`config.mk`:
```
export PLATFORM = sky130hd
export DESIGN_NAME = fan_setpoint_from_temperatures
export DESIGN_NICKNAME = d
export VERILOG_FILES = /design/src/rtl/core/fst_pkg.sv /design/src/rtl/core/fan_setpoint_from_temperatures.sv /design/src/rtl/core/fst_sdiv.sv /design/src/rtl/core/fst_smul.sv /design/src/rtl/core/fst_map.sv
export SDC_FILE = /design/constraint.sdc
export NUM_CORES = 2
export LEC_CHECK = 0
export CAP_MARGIN = 0
export CORE_AREA = 2 2 199 397
export CTS_BUF_LIST = sky130_fd_sc_hd__clkbuf_8
export CTS_CLUSTER_DIAMETER = 50
export CTS_CLUSTER_SIZE = 30
export DETAILED_ROUTE_END_ITERATION = 7
export DIE_AREA = 0 0 201 399
export DONT_BUFFER_PORTS = 1
export GPL_ROUTABILITY_DRIVEN = 0
export PLACE_DENSITY = 0.71
export SETUP_SLACK_MARGIN = 0.1
export SLEW_MARGIN = 20
export SYNTH_ARGS = -nofsm -noshare
export SYNTH_HDL_FRONTEND = slang
export SYNTH_HIERARCHICAL = 1
export SYNTH_SLANG_ARGS = --single-unit
```
`constraint.sdc`:
```
create_clock -name clock -period 7.5 [get_ports clock]
set_clock_uncertainty 0.2 [all_clocks]
set_input_delay 0.75 -clock clock [delete_from_list [all_inputs] [get_ports clock]]
set_output_delay 0.75 -clock clock [all_outputs]
set_load 0.01 [all_outputs]
```
`src/rtl/core/fst_pkg.sv`:
```
package fst_pkg;

   // Field widths
   localparam int SPEED_W = 16;
   localparam int TEMP_W  = 16;
   localparam int MODE_W  = 2;
   localparam int CSR_IDX_W = 3;

   // Serial divider: dividend register, divisor/remainder width, step counter
   localparam int DVD_W = 32;
   localparam int DSR_W = 16;
   localparam int CNT_W = 6;

   // Serial multiplier
   localparam int MUL_W     = 16;
   localparam int MUL_CNT_W = 5;

   // Quotient bit counts per division; dividends are left aligned in DVD_W
   localparam int SLOPE_BITS = 23;   // speed span * 100 fits 23 bits
   localparam int SCALE_BITS = 32;   // full 32 bit product
   localparam int BLEND_BITS = 18;   // old + 2 * pick fits 18 bits
   localparam int SLOPE_PAD  = DVD_W - SLOPE_BITS;
   localparam int BLEND_PAD  = DVD_W - BLEND_BITS;

   // (span * 10000 / d) / 100 collapses to span * 100 / d
   localparam logic [SLOPE_BITS-1:0] SLOPE_MUL = SLOPE_BITS'(100);
   localparam logic [DSR_W-1:0]      SCALE_DIV = DSR_W'(100);
   localparam logic [DSR_W-1:0]      BLEND_DIV = DSR_W'(3);
   localparam logic [SPEED_W-1:0]    SETPOINT_FLOOR = SPEED_W'(4000);

   // Register reset values
   localparam logic [SPEED_W-1:0] SPEED_MIN_RST = SPEED_W'(4000);
   localparam logic [SPEED_W-1:0] SPEED_MAX_RST = SPEED_W'(12000);
   localparam logic [TEMP_W-1:0]  TEMP_LOW_RST  = TEMP_W'(250);
   localparam logic [TEMP_W-1:0]  TEMP_HIGH_RST = TEMP_W'(450);

   // Register indexes
   localparam logic [CSR_IDX_W-1:0] REG_SPEED_MIN    = CSR_IDX_W'(0);
   localparam logic [CSR_IDX_W-1:0] REG_SPEED_MAX    = CSR_IDX_W'(1);
   localparam logic [CSR_IDX_W-1:0] REG_AMBIENT_LOW  = CSR_IDX_W'(2);
   localparam logic [CSR_IDX_W-1:0] REG_AMBIENT_HIGH = CSR_IDX_W'(3);
   localparam logic [CSR_IDX_W-1:0] REG_BATTERY_LOW  = CSR_IDX_W'(4);
   localparam logic [CSR_IDX_W-1:0] REG_BATTERY_HIGH = CSR_IDX_W'(5);

   // Drive mode codes
   localparam logic [MODE_W-1:0] MODE_REGULATE = MODE_W'(0);
   localparam logic [MODE_W-1:0] MODE_STOP     = MODE_W'(1);
   localparam logic [MODE_W-1:0] MODE_FULL     = MODE_W'(2);
   localparam logic [MODE_W-1:0] MODE_HOLD     = MODE_W'(3);

   typedef struct packed {
      logic signed [TEMP_W-1:0] ambient_temp;
      logic signed [TEMP_W-1:0] batt_temp;
      logic                     sensor_fault;
      logic                     rail_fault;
      logic                     maint_control;
      logic                     maint_mode;
      logic                     calib_mode;
   } req_type;

   typedef struct packed {
      logic [SPEED_W-1:0] fan_setpoint;
      logic [MODE_W-1:0]  drive_mode;
   } rsp_type;

   // Window settings for one mapping lane
   typedef struct packed {
      logic [SPEED_W-1:0]       speed_min;
      logic [SPEED_W-1:0]       dspeed;
      logic signed [TEMP_W-1:0] lo;
      logic signed [TEMP_W-1:0] hi;
   } map_cfg_type;

   typedef enum logic [1:0] {
      ST_IDLE,
      ST_MAP,
      ST_BLEND,
      ST_EMIT
   } fst_state_type;

   typedef enum logic [1:0] {
      MS_IDLE,
      MS_SLOPE,
      MS_MULT,
      MS_SCALE
   } map_state_type;

endpackage

```
`src/rtl/core/fan_setpoint_from_temperatures.sv`:
```
// Fan speed setpoint from ambient and battery temperatures.
//
// req_*: one transaction per periodic tick, carrying both temperatures and
// the fault/mode flags. rsp_*: one transaction per tick with the smoothed
// setpoint and the drive mode. Both use valid/stall; a transaction moves on
// an edge with valid high and stall low. csr_*: write-only register port,
// taken on any edge with csr_we high; indexes above 5 are ignored.
//
// From an accepted request to rsp_valid, both lanes run in parallel, each
// a 23-step serial slope division, a 16-step serial multiply and a 32-step
// serial divide by 100, then a shared 18-step serial divide by 3 blends the
// result into the stored setpoint. A lane whose window is empty skips its
// divisions and multiply and finishes in the cycle after acceptance.
// One tick is in work at a time; req_stall is high from acceptance until the
// result is loaded into the response register, so a new tick is taken only
// after that load, even while the previous response still waits. If
// rsp_stall holds the response, the finished tick waits and req_stall stays
// high.
// Reset (synchronous, active high) restores the register defaults, the
// setpoint to 4000 and drops all valids.
module fan_setpoint_from_temperatures import fst_pkg::*; (
   input  logic                 clock,
   input  logic                 reset,

   input  logic                 req_valid,
   output logic                 req_stall,
   input  req_type              req_data,

   output logic                 rsp_valid,
   input  logic                 rsp_stall,
   output rsp_type              rsp_data,

   input  logic                 csr_we,
   input  logic [CSR_IDX_W-1:0] csr_index,
   input  logic [SPEED_W-1:0]   csr_wdata
);

   // configuration registers
   logic [SPEED_W-1:0] speed_min_ff, speed_min_in;
   logic [SPEED_W-1:0] speed_max_ff, speed_max_in;
   logic [TEMP_W-1:0]  ambient_low_ff, ambient_low_in;
   logic [TEMP_W-1:0]  ambient_high_ff, ambient_high_in;
   logic [TEMP_W-1:0]  battery_low_ff, battery_low_in;
   logic [TEMP_W-1:0]  battery_high_ff, battery_high_in;

   // sequencer and tick state
   fst_state_type      state_ff, state_in;
   logic [MODE_W-1:0]  mode_ff, mode_in;
   logic               amb_have_ff, amb_have_in;
   logic               bat_have_ff, bat_have_in;
   logic [SPEED_W-1:0] setpoint_ff, setpoint_in;
   logic               rsp_valid_ff, rsp_valid_in;
   rsp_type            rsp_data_ff, rsp_data_in;

   logic               accept;
   logic               blend_start;
   logic               out_load;

   logic [SPEED_W-1:0] dspeed;
   map_cfg_type        amb_cfg;
   map_cfg_type        bat_cfg;
   logic               amb_done;
   logic               bat_done;
   logic [SPEED_W-1:0] amb_speed;
   logic [SPEED_W-1:0] bat_speed;
   logic [SPEED_W-1:0] pick;
   logic [BLEND_BITS-1:0] blend_sum;
   logic               blend_done;
   logic [DVD_W-1:0]   blend_quo;
   logic [SPEED_W-1:0] blend_floor;
   logic [MODE_W-1:0]  req_mode;

   // register writes
   always_comb begin
      speed_min_in    = speed_min_ff;
      speed_max_in    = speed_max_ff;
      ambient_low_in  = ambient_low_ff;
      ambient_high_in = ambient_high_ff;
      battery_low_in  = battery_low_ff;
      battery_high_in = battery_high_ff;
      if (csr_we) begin
         case (csr_index)
            REG_SPEED_MIN:    speed_min_in    = csr_wdata;
            REG_SPEED_MAX:    speed_max_in    = csr_wdata;
            REG_AMBIENT_LOW:  ambient_low_in  = csr_wdata;
            REG_AMBIENT_HIGH: ambient_high_in = csr_wdata;
            REG_BATTERY_LOW:  battery_low_in  = csr_wdata;
            REG_BATTERY_HIGH: battery_high_in = csr_wdata;
            default:          speed_min_in    = speed_min_ff;
         endcase
      end
   end

   // lane settings; an inverted speed range counts as zero span
   always_comb begin
      dspeed = (speed_max_ff > speed_min_ff) ? speed_max_ff - speed_min_ff : '0;

      amb_cfg.speed_min = speed_min_ff;
      amb_cfg.dspeed    = dspeed;
      amb_cfg.lo        = ambient_low_ff;
      amb_cfg.hi        = ambient_high_ff;

      bat_cfg.speed_min = speed_min_ff;
      bat_cfg.dspeed    = dspeed;
      bat_cfg.lo        = battery_low_ff;
      bat_cfg.hi        = battery_high_ff;
   end

   // drive mode priority: hold, stop, full, regulate
   always_comb begin
      if (req_data.maint_control) begin
         req_mode = MODE_HOLD;
      end else if (req_data.maint_mode && req_data.calib_mode) begin
         req_mode = MODE_STOP;
      end else if (req_data.sensor_fault || req_data.rail_fault) begin
         req_mode = MODE_FULL;
      end else begin
         req_mode = MODE_REGULATE;
      end
   end

   // blend: (old + 2*max) / 3, floored
   always_comb begin
      pick        = (amb_speed >= bat_speed) ? amb_speed : bat_speed;
      blend_sum   = BLEND_BITS'(setpoint_ff) + {1'b0, pick, 1'b0};
      blend_floor = (blend_quo[BLEND_BITS-1:0] < BLEND_BITS'(SETPOINT_FLOOR))
                  ? SETPOINT_FLOOR : blend_quo[SPEED_W-1:0];
   end

   // next state
   always_comb begin
      state_in = state_ff;
      case (state_ff)
         ST_IDLE: begin
            if (req_valid) state_in = ST_MAP;
         end
         ST_MAP: begin
            if (amb_have_ff && bat_have_ff) state_in = ST_BLEND;
         end
         ST_BLEND: begin
            if (blend_done) state_in = ST_EMIT;
         end
         ST_EMIT: begin
            if (!rsp_valid_ff || !rsp_stall) state_in = ST_IDLE;
         end
         default: state_in = ST_IDLE;
      endcase
   end

   // sequencer outputs
   always_comb begin
      req_stall   = 1'b1;
      accept      = 1'b0;
      blend_start = 1'b0;
      out_load    = 1'b0;
      case (state_ff)
         ST_IDLE: begin
            req_stall = 1'b0;
            accept    = req_valid;
         end
         ST_MAP: begin
            blend_start = amb_have_ff && bat_have_ff;
         end
         ST_BLEND: begin
            blend_start = 1'b0;
         end
         ST_EMIT: begin
            out_load = !rsp_valid_ff || !rsp_stall;
         end
         default: begin
            req_stall = 1'b1;
         end
      endcase
   end

   // tick bookkeeping and response register
   always_comb begin
      mode_in      = accept ? req_mode : mode_ff;
      amb_have_in  = accept ? 1'b0 : (amb_have_ff || amb_done);
      bat_have_in  = accept ? 1'b0 : (bat_have_ff || bat_done);
      setpoint_in  = out_load ? blend_floor : setpoint_ff;
      rsp_data_in  = rsp_data_ff;
      rsp_valid_in = rsp_valid_ff && rsp_stall;
      if (out_load) begin
         rsp_data_in.fan_setpoint = blend_floor;
         rsp_data_in.drive_mode   = mode_ff;
         rsp_valid_in             = 1'b1;
      end
   end

   always_ff @(posedge clock) begin
      if (reset) begin
         speed_min_ff    <= SPEED_MIN_RST;
         speed_max_ff    <= SPEED_MAX_RST;
         ambient_low_ff  <= TEMP_LOW_RST;
         ambient_high_ff <= TEMP_HIGH_RST;
         battery_low_ff  <= TEMP_LOW_RST;
         battery_high_ff <= TEMP_HIGH_RST;
         state_ff        <= ST_IDLE;
         amb_have_ff     <= 1'b0;
         bat_have_ff     <= 1'b0;
         setpoint_ff     <= SETPOINT_FLOOR;
         rsp_valid_ff    <= 1'b0;
      end else begin
         speed_min_ff    <= speed_min_in;
         speed_max_ff    <= speed_max_in;
         ambient_low_ff  <= ambient_low_in;
         ambient_high_ff <= ambient_high_in;
         battery_low_ff  <= battery_low_in;
         battery_high_ff <= battery_high_in;
         state_ff        <= state_in;
         amb_have_ff     <= amb_have_in;
         bat_have_ff     <= bat_have_in;
         setpoint_ff     <= setpoint_in;
         rsp_valid_ff    <= rsp_valid_in;
      end
   end

   always_ff @(posedge clock) begin
      mode_ff     <= mode_in;
      rsp_data_ff <= rsp_data_in;
   end

   fst_map u_amb (
      .clock (clock),
      .reset (reset),
      .start (accept),
      .cfg   (amb_cfg),
      .temp  (req_data.ambient_temp),
      .done  (amb_done),
      .speed (amb_speed)
   );

   fst_map u_bat (
      .clock (clock),
      .reset (reset),
      .start (accept),
      .cfg   (bat_cfg),
      .temp  (req_data.batt_temp),
      .done  (bat_done),
      .speed (bat_speed)
   );

   fst_sdiv u_blend (
      .clock    (clock),
      .reset    (reset),
      .start    (blend_start),
      .dividend ({blend_sum, {BLEND_PAD{1'b0}}}),
      .divisor  (BLEND_DIV),
      .nbits    (CNT_W'(BLEND_BITS)),
      .done     (blend_done),
      .quotient (blend_quo)
   );

   assign rsp_valid = rsp_valid_ff;
   assign rsp_data  = rsp_data_ff;

`ifndef SYNTHESIS
   a_floor: assert property (@(posedge clock) disable iff (reset)
      rsp_valid_ff |-> rsp_data_ff.fan_setpoint >= SETPOINT_FLOOR)
      else $error("setpoint below floor");

   a_one_in_work: assert property (@(posedge clock) disable iff (reset)
      (req_valid && !req_stall) |=> req_stall)
      else $error("second transaction accepted while one is in work");

   a_blend_ready: assert property (@(posedge clock) disable iff (reset)
      blend_start |-> (amb_have_ff && bat_have_ff && state_ff == ST_MAP))
      else $error("blend started before both lanes finished");

   a_setpoint_hold: assert property (@(posedge clock) disable iff (reset)
      !out_load |=> $stable(setpoint_ff))
      else $error("setpoint changed without a response load");
`endif

endmodule

```
`src/rtl/core/fst_sdiv.sv`:
```
// Restoring divider, one quotient bit per cycle.
// Dividend is left aligned; nbits steps leave the quotient in the low bits.
module fst_sdiv import fst_pkg::*; (
   input  logic             clock,
   input  logic             reset,
   input  logic             start,
   input  logic [DVD_W-1:0] dividend,
   input  logic [DSR_W-1:0] divisor,
   input  logic [CNT_W-1:0] nbits,
   output logic             done,
   output logic [DVD_W-1:0] quotient
);

   logic             busy_ff, busy_in;
   logic             done_ff, done_in;
   logic [CNT_W-1:0] cnt_ff, cnt_in;
   logic [DVD_W-1:0] dvd_ff, dvd_in;
   logic [DSR_W-1:0] rem_ff, rem_in;
   logic [DSR_W-1:0] dsr_ff, dsr_in;
   logic [DVD_W-1:0] quo_ff, quo_in;

   logic [DSR_W:0]   trial;
   logic [DSR_W:0]   trial_sub;
   logic             fits;

   always_comb begin
      trial     = {rem_ff, dvd_ff[DVD_W-1]};
      trial_sub = trial - {1'b0, dsr_ff};
      fits      = trial >= {1'b0, dsr_ff};

      busy_in = busy_ff;
      done_in = 1'b0;
      cnt_in  = cnt_ff;
      dvd_in  = dvd_ff;
      rem_in  = rem_ff;
      dsr_in  = dsr_ff;
      quo_in  = quo_ff;

      if (start) begin
         busy_in = 1'b1;
         cnt_in  = nbits;
         dvd_in  = dividend;
         rem_in  = '0;
         dsr_in  = divisor;
         quo_in  = '0;
      end else if (busy_ff) begin
         dvd_in = {dvd_ff[DVD_W-2:0], 1'b0};
         rem_in = fits ? trial_sub[DSR_W-1:0] : trial[DSR_W-1:0];
         quo_in = {quo_ff[DVD_W-2:0], fits};
         cnt_in = cnt_ff - 1'b1;
         if (cnt_ff == CNT_W'(1)) begin
            busy_in = 1'b0;
            done_in = 1'b1;
         end
      end
   end

   always_ff @(posedge clock) begin
      if (reset) begin
         busy_ff <= 1'b0;
         done_ff <= 1'b0;
         cnt_ff  <= '0;
      end else begin
         busy_ff <= busy_in;
         done_ff <= done_in;
         cnt_ff  <= cnt_in;
      end
   end

   always_ff @(posedge clock) begin
      dvd_ff <= dvd_in;
      rem_ff <= rem_in;
      dsr_ff <= dsr_in;
      quo_ff <= quo_in;
   end

   assign done     = done_ff;
   assign quotient = quo_ff;

endmodule

```
`src/rtl/core/fst_smul.sv`:
```
// Shift-add multiplier, one multiplier bit per cycle, 16 bit adder.
module fst_smul import fst_pkg::*; (
   input  logic               clock,
   input  logic               reset,
   input  logic               start,
   input  logic [MUL_W-1:0]   mcand,
   input  logic [MUL_W-1:0]   mplier,
   output logic               done,
   output logic [2*MUL_W-1:0] product
);

   logic                 busy_ff, busy_in;
   logic                 done_ff, done_in;
   logic [MUL_CNT_W-1:0] cnt_ff, cnt_in;
   logic [MUL_W-1:0]     mcand_ff, mcand_in;
   logic [MUL_W-1:0]     mpl_ff, mpl_in;
   logic [2*MUL_W-1:0]   prod_ff, prod_in;

   logic [MUL_W:0]       upper;

   always_comb begin
      upper = {1'b0, prod_ff[2*MUL_W-1:MUL_W]}
            + (mpl_ff[0] ? {1'b0, mcand_ff} : '0);

      busy_in  = busy_ff;
      done_in  = 1'b0;
      cnt_in   = cnt_ff;
      mcand_in = mcand_ff;
      mpl_in   = mpl_ff;
      prod_in  = prod_ff;

      if (start) begin
         busy_in  = 1'b1;
         cnt_in   = MUL_CNT_W'(MUL_W);
         mcand_in = mcand;
         mpl_in   = mplier;
         prod_in  = '0;
      end else if (busy_ff) begin
         prod_in = {upper, prod_ff[MUL_W-1:1]};
         mpl_in  = {1'b0, mpl_ff[MUL_W-1:1]};
         cnt_in  = cnt_ff - 1'b1;
         if (cnt_ff == MUL_CNT_W'(1)) begin
            busy_in = 1'b0;
            done_in = 1'b1;
         end
      end
   end

   always_ff @(posedge clock) begin
      if (reset) begin
         busy_ff <= 1'b0;
         done_ff <= 1'b0;
         cnt_ff  <= '0;
      end else begin
         busy_ff <= busy_in;
         done_ff <= done_in;
         cnt_ff  <= cnt_in;
      end
   end

   always_ff @(posedge clock) begin
      mcand_ff <= mcand_in;
      mpl_ff   <= mpl_in;
      prod_ff  <= prod_in;
   end

   assign done    = done_ff;
   assign product = prod_ff;

endmodule

```
`src/rtl/core/fst_map.sv`:
```
// One mapping lane: clamp, slope = dspeed*100/span, offset = diff*slope/100.
// An empty window or inverted range gives speed_min in the cycle after start.
module fst_map import fst_pkg::*; (
   input  logic                     clock,
   input  logic                     reset,
   input  logic                     start,
   input  map_cfg_type              cfg,
   input  logic signed [TEMP_W-1:0] temp,
   output logic                     done,
   output logic [SPEED_W-1:0]       speed
);

   map_state_type state_ff, state_in;

   logic [TEMP_W-1:0]  diff_ff, diff_in;
   logic [SPEED_W-1:0] speed_ff, speed_in;
   logic               done_ff, done_in;

   logic signed [TEMP_W:0]   span;
   logic                     window_open;
   logic signed [TEMP_W-1:0] temp_clamp;
   logic signed [TEMP_W:0]   clamp_off;
   logic [SLOPE_BITS-1:0]    slope_num;
   logic [SPEED_W-1:0]       slope_sat;

   logic             div_start;
   logic [DVD_W-1:0] div_dividend;
   logic [DSR_W-1:0] div_divisor;
   logic [CNT_W-1:0] div_nbits;
   logic             div_done;
   logic [DVD_W-1:0] div_quotient;

   logic               mul_start;
   logic               mul_done;
   logic [2*MUL_W-1:0] mul_product;

   always_comb begin
      span        = {cfg.hi[TEMP_W-1], cfg.hi} - {cfg.lo[TEMP_W-1], cfg.lo};
      window_open = !span[TEMP_W] && (span != '0);
      if (temp >= cfg.hi) begin
         temp_clamp = cfg.hi;
      end else if (temp <= cfg.lo) begin
         temp_clamp = cfg.lo;
      end else begin
         temp_clamp = temp;
      end
      clamp_off = {temp_clamp[TEMP_W-1], temp_clamp} - {cfg.lo[TEMP_W-1], cfg.lo};
      slope_num = SLOPE_BITS'(cfg.dspeed) * SLOPE_MUL;
      slope_sat = (|div_quotient[SLOPE_BITS-1:SPEED_W]) ? '1 : div_quotient[SPEED_W-1:0];
   end

   // next state
   always_comb begin
      state_in = state_ff;
      case (state_ff)
         MS_IDLE: begin
            if (start && window_open) state_in = MS_SLOPE;
         end
         MS_SLOPE: begin
            if (div_done) state_in = MS_MULT;
         end
         MS_MULT: begin
            if (mul_done) state_in = MS_SCALE;
         end
         MS_SCALE: begin
            if (div_done) state_in = MS_IDLE;
         end
         default: state_in = MS_IDLE;
      endcase
   end

   // outputs and datapath control
   always_comb begin
      div_start    = 1'b0;
      div_dividend = '0;
      div_divisor  = '0;
      div_nbits    = '0;
      mul_start    = 1'b0;
      diff_in      = diff_ff;
      speed_in     = speed_ff;
      done_in      = 1'b0;
      case (state_ff)
         MS_IDLE: begin
            if (start) begin
               diff_in = clamp_off[TEMP_W-1:0];
               if (window_open) begin
                  div_start    = 1'b1;
                  div_dividend = {slope_num, {SLOPE_PAD{1'b0}}};
                  div_divisor  = span[DSR_W-1:0];
                  div_nbits    = CNT_W'(SLOPE_BITS);
               end else begin
                  speed_in = cfg.speed_min;
                  done_in  = 1'b1;
               end
            end
         end
         MS_SLOPE: begin
            mul_start = div_done;
         end
         MS_MULT: begin
            if (mul_done) begin
               div_start    = 1'b1;
               div_dividend = mul_product;
               div_divisor  = SCALE_DIV;
               div_nbits    = CNT_W'(SCALE_BITS);
            end
         end
         MS_SCALE: begin
            // offset never exceeds the speed span, so the sum fits
            if (div_done) begin
               speed_in = cfg.speed_min + div_quotient[SPEED_W-1:0];
               done_in  = 1'b1;
            end
         end
         default: begin
            done_in = 1'b0;
         end
      endcase
   end

   always_ff @(posedge clock) begin
      if (reset) begin
         state_ff <= MS_IDLE;
         done_ff  <= 1'b0;
      end else begin
         state_ff <= state_in;
         done_ff  <= done_in;
      end
   end

   always_ff @(posedge clock) begin
      diff_ff  <= diff_in;
      speed_ff <= speed_in;
   end

   fst_sdiv u_div (
      .clock    (clock),
      .reset    (reset),
      .start    (div_start),
      .dividend (div_dividend),
      .divisor  (div_divisor),
      .nbits    (div_nbits),
      .done     (div_done),
      .quotient (div_quotient)
   );

   fst_smul u_mul (
      .clock   (clock),
      .reset   (reset),
      .start   (mul_start),
      .mcand   (diff_ff),
      .mplier  (slope_sat),
      .done    (mul_done),
      .product (mul_product)
   );

   assign done  = done_ff;
   assign speed = speed_ff;

endmodule
```
# Word-level counts from Yosys, hierarchy flattened
# Cells that the tools add are included.
# W data, S select, Z words.
[word_totals]
input_bits = 61
word_cells = 306
reg_bits = 599
out_inout_bits = 20
[classes]
muxes = 126
magnitude_cmp = 10
bitwise_logic = 5
eq_ne = 35
reduce_logical = 53
n_mul = 1
n_addsub = 18
[ops]
columns = ["cell", "count"]
rows = [
  ["$mux W16", 28],
  ["$mux W32", 12],
  ["$pmux W16 S2", 4],
  ["$pmux W32 S2", 2],
  ["$sub A16 B16 Y16", 5],
  ["$ge A16 B16 Y1", 3],
  ["$mux W6", 8],
  ["$mux W5", 8],
  ["$mux W1", 39],
  ["$add A16 B17 Y17", 2],
  ["$ge A17 B16 Y1", 2],
  ["$reduce_bool A17 Y1", 2],
  ["$sub A16 B16 Y17", 2],
  ["$add A16 B16 Y16", 2],
  ["$le A16 B16 Y1", 2],
  ["$mux W2", 14],
  ["$ne A2 B2 Y1 const B", 13],
  ["$pmux W2 S4", 3],
  ["$pmux W6 S2", 2],
  ["$mul A16 B5 Y21 const B", 1],
  ["$reduce_and A4 Y1", 5],
  ["$add A16 B17 Y18", 1],
  ["$eq A6 B1 Y1 const B", 3],
  ["$lt A18 B12 Y1 const B", 1],
  ["other kinds (25)", 84],
]

# Depth between registers and ports, before layout
[depth]
word_depth = 7
depth_mapped = 28
mapped_depth_nobuf = 27

# By module
# The synthesis kept the hierarchy.
[by_module_without_submodules]
columns = ["module", "area_each_um2", "instances", "cells_each", "seq_area_each_um2"]
rows = [
  ["fst_sdiv (u_bat.u_div ...)", 5138.7, 2, 471, 2562.5],
  ["fan_setpoint_from_temperatures", 7104.3, 1, 855, 2942.8],
  ["fst_map (u_bat)", 6810.3, 1, 818, 1021.0],
  ["fst_map (u_amb)", 6774.0, 1, 826, 1021.0],
  ["fst_sdiv (u_amb.u_div)", 5141.2, 1, 473, 2562.5],
  ["fst_smul (u_bat.u_mul)", 3507.1, 1, 321, 1741.7],
  ["fst_smul (u_amb.u_mul)", 3364.5, 1, 302, 1741.7],
]

# Worst setup path before layout
# OpenSTA, ideal clock, no wires.
[synth_timing]
path_type = "register to register"
start = "register speed_min_ff[0]"
end = "register u_bat.u_div.dvd_ff[31], data pin"
setup_ps = 260
n_path_buf = 0
stages_incl_launch_ff = 25
arrival_ps = 5711
synth_period_minus_slack_ps = 6171
t_required_ps = 7040
path_slack_ps = 1329
cell_sequence = "dfxtp_1 > ha_1 > inv_1 > fa_1 > a211o_1 > o211ai_2 > a21oi_2 > a41o_1 > nand2_1 > a31o_2 > a211oi_1 > ha_1 > ha_1 > fa_1 > ha_1 > a211oi_1 > nor2_1 > nor4_1 > o31ai_1 > o41a_1 > a211o_1 > a21oi_1 > xnor2_1 > a22o_2 > mux2_2"
[synth_via]
elab_chain_cells = 7
word_cells_on_any_way = 8
cone_classes = "1 x add/sub; 1 x mul; 1 x order compare; 5 x mux"
[synth_rtl]
columns = ["element", "line", "text"]
rows = [
  ["start, declared", "fan_setpoint_from_temperatures.sv:39", "logic [SPEED_W-1:0] speed_min_ff, speed_min_in;"],
  ["start signal, assigned", "fan_setpoint_from_temperatures.sv:205", "speed_min_ff <= speed_min_in;"],
  ["$sub A16 B16 Y16 / $gt A16 B16 Y1 (equally long branches)", "fan_setpoint_from_temperatures.sv:96", "dspeed = (speed_max_ff > speed_min_ff) ? speed_max_ff - speed_min_ff : '0;"],
  ["$mux W16 *", "fan_setpoint_from_temperatures.sv:96", ""],
  ["via dspeed[3]", "fan_setpoint_from_temperatures.sv:59", "logic [SPEED_W-1:0] dspeed;"],
  ["$mul A16 B5 Y21 *", "fst_map.sv:48", "slope_num = SLOPE_BITS'(cfg.dspeed) * SLOPE_MUL;"],
  ["$mux W32 *", "fst_map.sv:86", "if (window_open) begin"],
  ["$mux W32 *", "fst_map.sv:84", "if (start) begin"],
  ["$pmux W32 S2 *", "fst_map.sv:82", "case (state_ff)"],
  ["via u_bat.div_dividend[31]", "fst_map.sv:27", "logic [DVD_W-1:0] div_dividend;"],
  ["$mux W32 *", "fst_sdiv.sv:39", "if (start) begin"],
  ["via u_bat.u_div.dvd_in[31]", "fst_sdiv.sv:17", "logic [DVD_W-1:0] dvd_ff, dvd_in;"],
  ["end signal, assigned", "fst_sdiv.sv:71", "dvd_ff <= dvd_in;"],
  ["end, declared", "fst_sdiv.sv:17", ""],
]
# Mark *: on every way through the listed nets, which the timed path passes. The rest lies on a longest branch.
# A chain may end at the register's enable or synchronous reset.

# Final worst setup path
[layout_timing]
start = "register speed_min_ff[2]"
end = "register u_bat.u_div.dvd_ff[31], data pin"
# Same word-level chain as after synthesis.

==> results.py <==
metrics = {
    "floorplan": {
        "core_region_area_um2": 76900,
        "chipHeight_um": 399,
        "io_pins": 81,
        "die_w_um": 201,
        "num_rows": 144,
        "start_util": 0.545,
        "die-area_um2": 80200,
    },
    "worst_setup_path": {
        "rrSetupSlack_ns": 0.67,
        "path_cells": "inv_1 -> ha_1 -> a211o_1 -> o211ai_2 -> a21oi_2 -> a41o_1 -> nand2_1 -> a31o_2 -> a211oi_2 -> ha_1 -> ha_1 -> fa_1 -> ha_1 -> a211oi_1 -> nor2_1 -> nor4_1 -> o31ai_1 -> o41a_1 -> a211o_1 -> a21oi_1 -> xnor2_1 -> a22o_2 -> mux2_2",
        "critical_path_class": "flip-flop to flip-flop",
        "worstPathArrival_ns": 7.12,
        "max_stage_delay_ns": 0.48,
        "worstReg2RegStart": "speed_min_ff[2]$_SDFFE_PP0P_",
        "crit_cells": 23,
        "worst-path-buf-inv": 1,
        "worstPathMaxFanout": 15,
        "reg2regPathDepth": 23,
        "r2r_end": "u_bat/u_div/dvd_ff[31]$_DFFE_PP_",
        "endpoint": "u_bat/u_div/dvd_ff[31]$_DFFE_PP_",
        "cp_top_family": "compound AO/OA/AOI/OAI gates",
        "crit_start": "speed_min_ff[2]$_SDFFE_PP0P_",
        "start_kind": "flip-flop",
        "worst_ep_required_time_ns": 7.79,
        "crit_path_top_delay_cell": "a211oi_2",
        "critPathCaptureType": "flip-flop",
        "path_common_cell": "ha_1",
    },
    "layout": {
        "drive_gt1_frac": 0.0967,
        "syn_to_final_growth_pct": 5.64,
        "fin_cells": 5452,
        "fin_nets": 4901,
    },
    "global_route": {
        "grt_pass1_vias": 32882,
        "grt_max_degree": 138,
        "grt.met3_usage": 0.0356,
        "overflow": 0,
        "grt_pass1_wl_mm": 171,
        "top_usage_layer": "met2",
        "antenna_found_initial": 7,
        "grtUsageMet1": 0.269,
        "use_met2": 0.519,
        "grt.total_usage": 0.269,
    },
    "placement": {
        "dp_cells": 5348,
        "dpl.hpwl_mm": 82.5,
        "io_buffers": 0,
        "detailedPlace.worstSlack_ns": 0.430,
    },
    "route": {
        "drt_pass1_iterations": 7,
        "antenna_left": 0,
        "drt_iter0_markers": 1843,
        "vias": 32656,
        "viasPerCell": 5.99,
        "drcViolationCount": 0,
        "routed_wl_mm": 110,
        "routedWlPerCell_um": 20.1,
    },
    "timing": {
        "period_needed_ns": 6.83,
        "setup_ws_ns": 0.667,
        "worst_pin_slew_ns": 1.04,
        "tns_ns": 0,
        "maxSlewViolCount": 0,
        "fin_crit_sh": 0.911,
        "fmax_mhz": 146,
        "hold_viol": 0,
        "slew_headroom": 0.308,
        "rsz0062_at_grt": "no",
        "setup_viol": 0,
    },
    "clock_network": {
        "clockBufferDepth": 3,
        "cts.clk_slew.worst_paths_ns": 0.15,
        "clock-sinks": 629,
        "cts_root_buf": "clkbuf_8",
        "cts_tree": "built",
        "insertion_delay_ns": 0.78,
        "cts_buffers": 43,
        "htreeDepth": 2,
    },
    "hold_path": {
        "hp-class": "primary input to flip-flop",
    },
    "logic_synthesis": {
        "syn_inst": 4440,
        "netlist_area_um2": 41900,
        "syn_avg_cell_area_um2": 9.44,
        "synth_warnings": 6,
    },
    "status": {
        "status": "finished, final reports clean",
    },
    "pwr": {
        "power.leakage_nw": 18.5,
        "p_per_area_nw_per_um2": 281,
        "ir_drop_mv": 0.246,
        "power_mw": 12.4,
    },
    "flow_run": {
        "max-cap-violations": 0,
    },
}
==> report_power, final <==
part	internal (mW)	switching, mW	total, mW
logic	2.23	3.24	5.46
clock network	0.723	1.51	2.23
registers	4.35	0.376	4.73
==> cells in the final DEF, fill, tap and decap left out, types with 138 or more instances in the layout <==
cell type	count
nor2_1	354
edfxtp_1	292
inv_1	341
dfxtp_1	333
o21ai_0	138
a21oi_1	275
mux2_2	160
mux2i_1	139
ha_1	411
nand2_1	398
==> worst reg2reg max path: stages, from the launching register on <==
cell and delay (ns):
dfxtp_1 0.46, inv_1 0.10, ha_1 0.39, a211o_1 0.18, o211ai_2 0.12, a21oi_2 0.21
a41o_1 0.26, nand2_1 0.07, a31o_2 0.35, a211oi_2 0.48, ha_1 0.34, ha_1 0.31
fa_1 0.46, ha_1 0.37, a211oi_1 0.26, nor2_1 0.12, nor4_1 0.32, o31ai_1 0.18
o41a_1 0.39, a211o_1 0.28, a21oi_1 0.18, xnor2_1 0.08, a22o_2 0.20, mux2_2 0.26
==> cell type report <==
class                   count  area, um^2
clock buffers              43         592
well taps                1022        1280
repair buffers             53         483
multi-input cells        3324       24400
diodes                      2        5.00
flip-flops and latches    629       15500
inverters                 343        1290
clock inverters            36         641
fillers                  6929       32700
==> routing by layer <==
metal	vias to the layer above	share of wire
met5	-	0.00054
met4	8	0.070
met3	367	0.041
met2	812	0.53
met1	15697	0.36
li1	15772	-
==> sequential cells by signal (all words and copies together) (netlist names), 23 cells and up <==
register and count:
u_bat/u_div/dvd_ff 32, u_amb/u_div/dvd_ff 32, u_amb/u_mul/product 32, u_bat/u_div/quotient 23, u_amb/u_div/quotient 23, u_bat/u_mul/product 32
u_blend/dvd_ff 32
==> stage by stage <==
| stage | utilization | area [um^2] | hold WS (ns) |
|---|---|---|---|
| final | 0.575 | 44300 | 0.151 |
| after global routing | 0.575 | 44300 | 0.129 |
| after CTS | 0.575 | 44200 | 0.0971 |
| after detailed placement | 0.556 | 42700 | 0.205 |
| after global placement | 0.556 | 42700 | 0.203 |
| after floorplan | - | 42000 | 0.200 |
==> how the worst min path moves through the flow <==
stage	startpoint	end	slack (ns)	depth (start not counted)
2_1_floorplan	mode_ff[0]$_SDFFCE_PP1P_	rsp_data[0]$_DFFE_PP_	0.20	0
3_3_place_gp	u_amb/diff_ff[1]$_DFFE_PP_	u_amb/u_mul/mcand_ff[1]$_DFFE_PP_	0.20	0
3_5_place_dp	u_amb/diff_ff[2]$_DFFE_PP_	u_amb/u_mul/mcand_ff[2]$_DFFE_PP_	0.21	0
4_1_cts	reset	ambient_high_ff[8]$_SDFFE_PP1P_	0.1	2
5_1_grt	reset	speed_max_ff[13]$_SDFFE_PP1P_	0.13	2
6_report	csr_index[0]	ambient_low_ff[0]$_SDFFE_PP0P_	0.15	3
==> repair_timing <==
item                                    in CTS  in global routing
hold endpoints to repair                   157                  0
buffers inserted                             0                  0
endpoints found under the setup margin       0                  5
resized for setup                            0                  2
hold buffers                                23                  0
Power figures use the tool's default switching activity.
